`src/hw/rtl/tun_pkg.sv`:
```
// Package for the triangle unit normal block: widths, constants, stage types.
// Used by every module under hw/rtl; no dependencies.
package tun_pkg;

   localparam int CoordW  = 16;
   localparam int DiffW   = 17;
   localparam int CrossW  = 35;
   localparam int MagW    = 34;   // |p| <= 2^34
   localparam int SumW    = 70;
   localparam int RootW   = 36;
   localparam int NumW    = MagW + 14;
   localparam int QuoW    = 15;   // quotient <= 16384
   localparam int OutW    = 16;
   localparam int UnitOne = 16384;
   localparam int QDepth  = 8;
   localparam int QPtrW   = 3;

   // front result: cross product components and their sum of squares
   typedef struct packed {
      logic signed [CrossW-1:0] px;
      logic signed [CrossW-1:0] py;
      logic signed [CrossW-1:0] pz;
      logic [SumW-1:0]          sum;
   } front_word_type;

   typedef struct packed {
      logic signed [OutW-1:0] nx;
      logic signed [OutW-1:0] ny;
      logic signed [OutW-1:0] nz;
      logic                   degen;
   } result_type;

endpackage

```
`src/hw/rtl/tun_queue.sv`:
```
// Short FIFO between front and back parts.
// Depends on tun_pkg.
module tun_queue import tun_pkg::*; (
   input  logic           clock,
   input  logic           reset,
   input  logic           wr_en,
   input  front_word_type wr_data,
   input  logic           rd_en,
   output front_word_type rd_data,
   output logic           empty,
   output logic [QPtrW:0] count
);

   front_word_type mem_ff [QDepth];
   logic [QPtrW-1:0] wp_ff, rp_ff;
   logic [QPtrW:0]   cnt_ff;

   always_ff @(posedge clock) begin
      if (wr_en) mem_ff[wp_ff] <= wr_data;
   end

   always_ff @(posedge clock) begin
      if (reset) begin
         wp_ff  <= '0;
         rp_ff  <= '0;
         cnt_ff <= '0;
      end else begin
         if (wr_en) wp_ff <= wp_ff + 1'b1;
         if (rd_en) rp_ff <= rp_ff + 1'b1;
         cnt_ff <= cnt_ff + (QPtrW+1)'(wr_en) - (QPtrW+1)'(rd_en);
      end
   end

   assign rd_data = mem_ff[rp_ff];
   assign empty   = (cnt_ff == '0);
   assign count   = cnt_ff;

endmodule

```
`config.mk`:
```
export PLATFORM = sky130hd
export DESIGN_NAME = tun_queue
export DESIGN_NICKNAME = d
export VERILOG_FILES = /design/src/hw/rtl/tun_pkg.sv /design/src/hw/rtl/tun_queue.sv
export SDC_FILE = /design/constraint.sdc
export NUM_CORES = 1
export LEC_CHECK = 0
export ABC_AREA = 0
export BUFFER_PORTS_ARGS = -buffer_cell sky130_fd_sc_hd__buf_2
export CAP_MARGIN = 20
export CORE_AREA = 2 2 329 331
export CTS_BUF_LIST = sky130_fd_sc_hd__clkbuf_4 sky130_fd_sc_hd__clkbuf_8
export DETAILED_ROUTE_END_ITERATION = 8
export DIE_AREA = 0 0 331 333
export HOLD_SLACK_MARGIN = 0.06
export PLACE_DENSITY = 0.76
export SLEW_MARGIN = 5
export SYNTH_ARGS = -nofsm -noshare
export SYNTH_HDL_FRONTEND = slang
export SYNTH_SLANG_ARGS = --single-unit
```
`constraint.sdc`:
```
create_clock -name clock -period 14.78 [get_ports clock]
set_input_delay 0.739 -clock clock [delete_from_list [all_inputs] [get_ports clock]]
set_output_delay 0.739 -clock clock [all_outputs]
set_load 0.02 [all_outputs]
```
==> results.sh <==
export IMPL_synthXorXnorAreaFrac_pct=0.0824
export IMPL_grt_usage_pct=19.5
export IMPL_first_global_vias=26500
export IMPL_drt_wl_total_um=106000
export IMPL_ys_types=23
export IMPL_h_tree_depth=4
export IMPL_via_per_inst=5.60
export IMPL_coreArea_um2=107000
export IMPL_synth_edff_count=1400
export IMPL_start_kind="flop"
export IMPL_synth_commonest_cells="edfxtp_1 (1400), mux4_2 (350), mux2_2 (175), buf_6 (33), clkbuf_1 (32)"
export IMPL_hold_viol=0
export IMPL_ys_top_cells_by_area="edfxtp_1 (79%), mux4_2 (15%), mux2_2 (3.7%), buf_6 (0.70%), dfxtp_1 (0.49%)"
export IMPL_yosysMostFrequentCell="edfxtp_1"
export IMPL_status="finished clean"
export IMPL_postCtsHoldBufs=131
export IMPL_numPortBuffers=358
export IMPL_synth_top_family_by_area="multiplexers"
export IMPL_cts_buffers=213
export IMPL_syn_nets=2277
export IMPL_synth_compound_area_share_pct=0.0353
export IMPL_crit_type="reg2out"
export IMPL_finalNetCount=2926
export IMPL_wl_per_cell_um=24.7
export IMPL_gr_total_overflow=0
export IMPL_drt_drc_violations_left=0
export IMPL_clkLatencyLatePin_ps=880
export IMPL_async_flop_share_pct=0
export IMPL_post_route_period_util_pct=38.6
export IMPL_cts_resized_gates=0
export IMPL_fin_ws_ps=9080
export IMPL_grt_setup_unrepaired="false"
export IMPL_synth_simple_area_share_pct=0.240
export IMPL_ys_seq_area_share_pct=79.6
export IMPL_drt_pass1_iterations=5
export IMPL_peakVddDrop_v=0.0000986
export IMPL_grt_max_degree=116
export IMPL_clkTransAtPathRegs_ps=60
export IMPL_vias=24200
export IMPL_syn_inst=2090
export IMPL_p_total_mw=8.35
export IMPL_synth_top_area_cell="edfxtp_1"
export IMPL_setup_tns_ps=0
export IMPL_maxSlewViolCount=0
export IMPL_synth_main_ff_cell="edfxtp_1"
export IMPL_dpl_hpwl_um=56700
export IMPL_syn_mean_instance_area_um2=25.4
export IMPL_cts_tree="yes"
export IMPL_synthAdderAreaFrac_pct=0.203
export IMPL_rows=120
export IMPL_leakage_nw=19.8
export IMPL_dieArea_um2=110000
export IMPL_ios=359
export IMPL_ys_warn_count=0
export IMPL_initialDrtViolationCount=1692
export IMPL_clk_path_buf_depth=3
export IMPL_die_h_um=333
export IMPL_ant_nets=0
export IMPL_synth_top_cell_area_share_pct=79.1
export IMPL_drive_above_1_share_pct=43.5
export IMPL_min_period_ps=5700
export IMPL_cts_sinks=1413
export IMPL_synthMuxAreaShare_pct=18.6
export IMPL_initial_core_util_pct=49.8
export IMPL_max_slew_margin_pct=26.5
export IMPL_gp_congestion=0.712
export IMPL_clock_fmax_ghz=0.175
export IMPL_dp_slack_ps=10000
export IMPL_setup_violations=0
export IMPL_syn_to_final_growth_pct=16.5
export IMPL_cts_setup_buffers=0
export IMPL_crit_required_ps=14040
export IMPL_arrival_ps=4960
export IMPL_syn_area_um2=53100
export IMPL_die_x_um=331
export IMPL_endpoint_kind="primary output"
export IMPL_power_density_nw_per_um2=135
export IMPL_grt_pass1_wl_um=160000
export IMPL_root_buffer="clkbuf_8"
export IMPL_max_cap_viol_count=0
export IMPL_tightest_slew_ps=1100
export IMPL_finalClockSkew_ps=39.7
export IMPL_antenna_found_initial=13
export IMPL_hold_path_class="in2reg"
export IMPL_worstPathMaxFanout=68
export IMPL_ys_seq_elements=1413
## cell usage in the layout, fill, tap and decap left out
cell type / Yosys / layout
edfxtp_1: 1400 / 1400
buf_2: 12 / 358
mux4_2: 350 / 350
clkbuf_8: 0 / 216
mux2_2: 175 / 175
dlygate4sd3_1: 0 / 131
clkbuf_4: 0 / 77
clkinv_1: 0 / 55
buf_4: 0 / 37
clkinv_2: 0 / 17
nor2_1: 16 / 10
dfxtp_1: 13 / 10
diode_2: 0 / 9
inv_1: 7 / 7
ha_1: 7 / 7
nor2_4: 0 / 6
nand2_1: 4 / 4
nand2b_1: 4 / 4
clkinvlp_4: 0 / 4
buf_12: 0 / 4
xor2_1: 3 / 3
dfxtp_4: 0 / 3
bufinv_16: 0 / 3
inv_12: 0 / 3
nor3_2: 0 / 2
mux2i_1: 2 / 2
xnor2_1: 2 / 2
a21oi_1: 2 / 2
inv_8: 0 / 2
buf_16: 0 / 2
and3_1: 1 / 1
nor2b_1: 1 / 1
nand3_1: 1 / 1
a31o_2: 1 / 1
fa_1: 1 / 1
inv_6: 0 / 1
clkinv_8: 0 / 1
## report_power, final
part	internal (mW)	total [mW]	leakage, nW	switching (mW)
combinational	0.338	0.772	4.83	0.433
clock	1.60	3.02	2.15	1.42
sequential	4.52	4.55	12.8	0.0375
## layer usage
layer	GRT usage (%)	routed length, um	vias up
li1	-	-	10400
met1	25.4	42500	12800
met2	32.6	54200	869
met3	4.84	7760	169
met4	5.65	1900	12
met5	0	76	-
## registers in the layout (all words and copies together) (netlist names), named ones only
register and count:
wp_ff 3, rp_ff 3, mem_ff 1400, count 4
## per-stage QoR
step | instance area [um^2] | hold WS, ps | std cells | util [%]
after CTS | 61800 | 60.1 | 4304 | 58.0
after global placement | 56500 | 504 | 3794 | 53.0
final | 61900 | 151 | 4315 | 58.1
after global routing | 61900 | 105 | 4312 | 58.1
after floorplan | 53100 | 485 | 2090 | -
after detailed placement | 56500 | 524 | 3794 | 53.0
## layout make-up
cell class              instances  area [um^2]
diodes                          9         22.5
clock buffers                 293         3550
clock inverters                86          508
fillers                      7428        44700
inverters                       7         26.3
multi-input cells             572        10200
flip-flops and latches       1413        42300
well taps                    1403         1760
repair buffers                532         3520
## worst paths after layout
path          startpoint  slack, ps  cells past startpoint             end
min          wr_data[36]        150                      1   mem_ff[7][36]
max reg2reg     wp_ff[2]      11330                      4  mem_ff[4][134]
min reg2reg     rp_ff[2]        530                      2            flop
max                 flop       9080                      6    rd_data[135]
## critical path, cell delays in order, from the launching register on
cell and delay (ps):
dfxtp_4 600, buf_4 640, buf_4 840, buf_4 860
mux4_2 420, mux2_2 300, buf_2 170
## kinds of logic after synthesis
logic type               Yosys count
flip-flops                      1413
multiplexers                     527
buffers and inverters            105
AND/OR/NAND/NOR                   29
adder cells (fa/ha/maj)            8
XOR/XNOR                           5
AO/OA/AOI/OAI                      3
(Power assumes the default switching activity.)
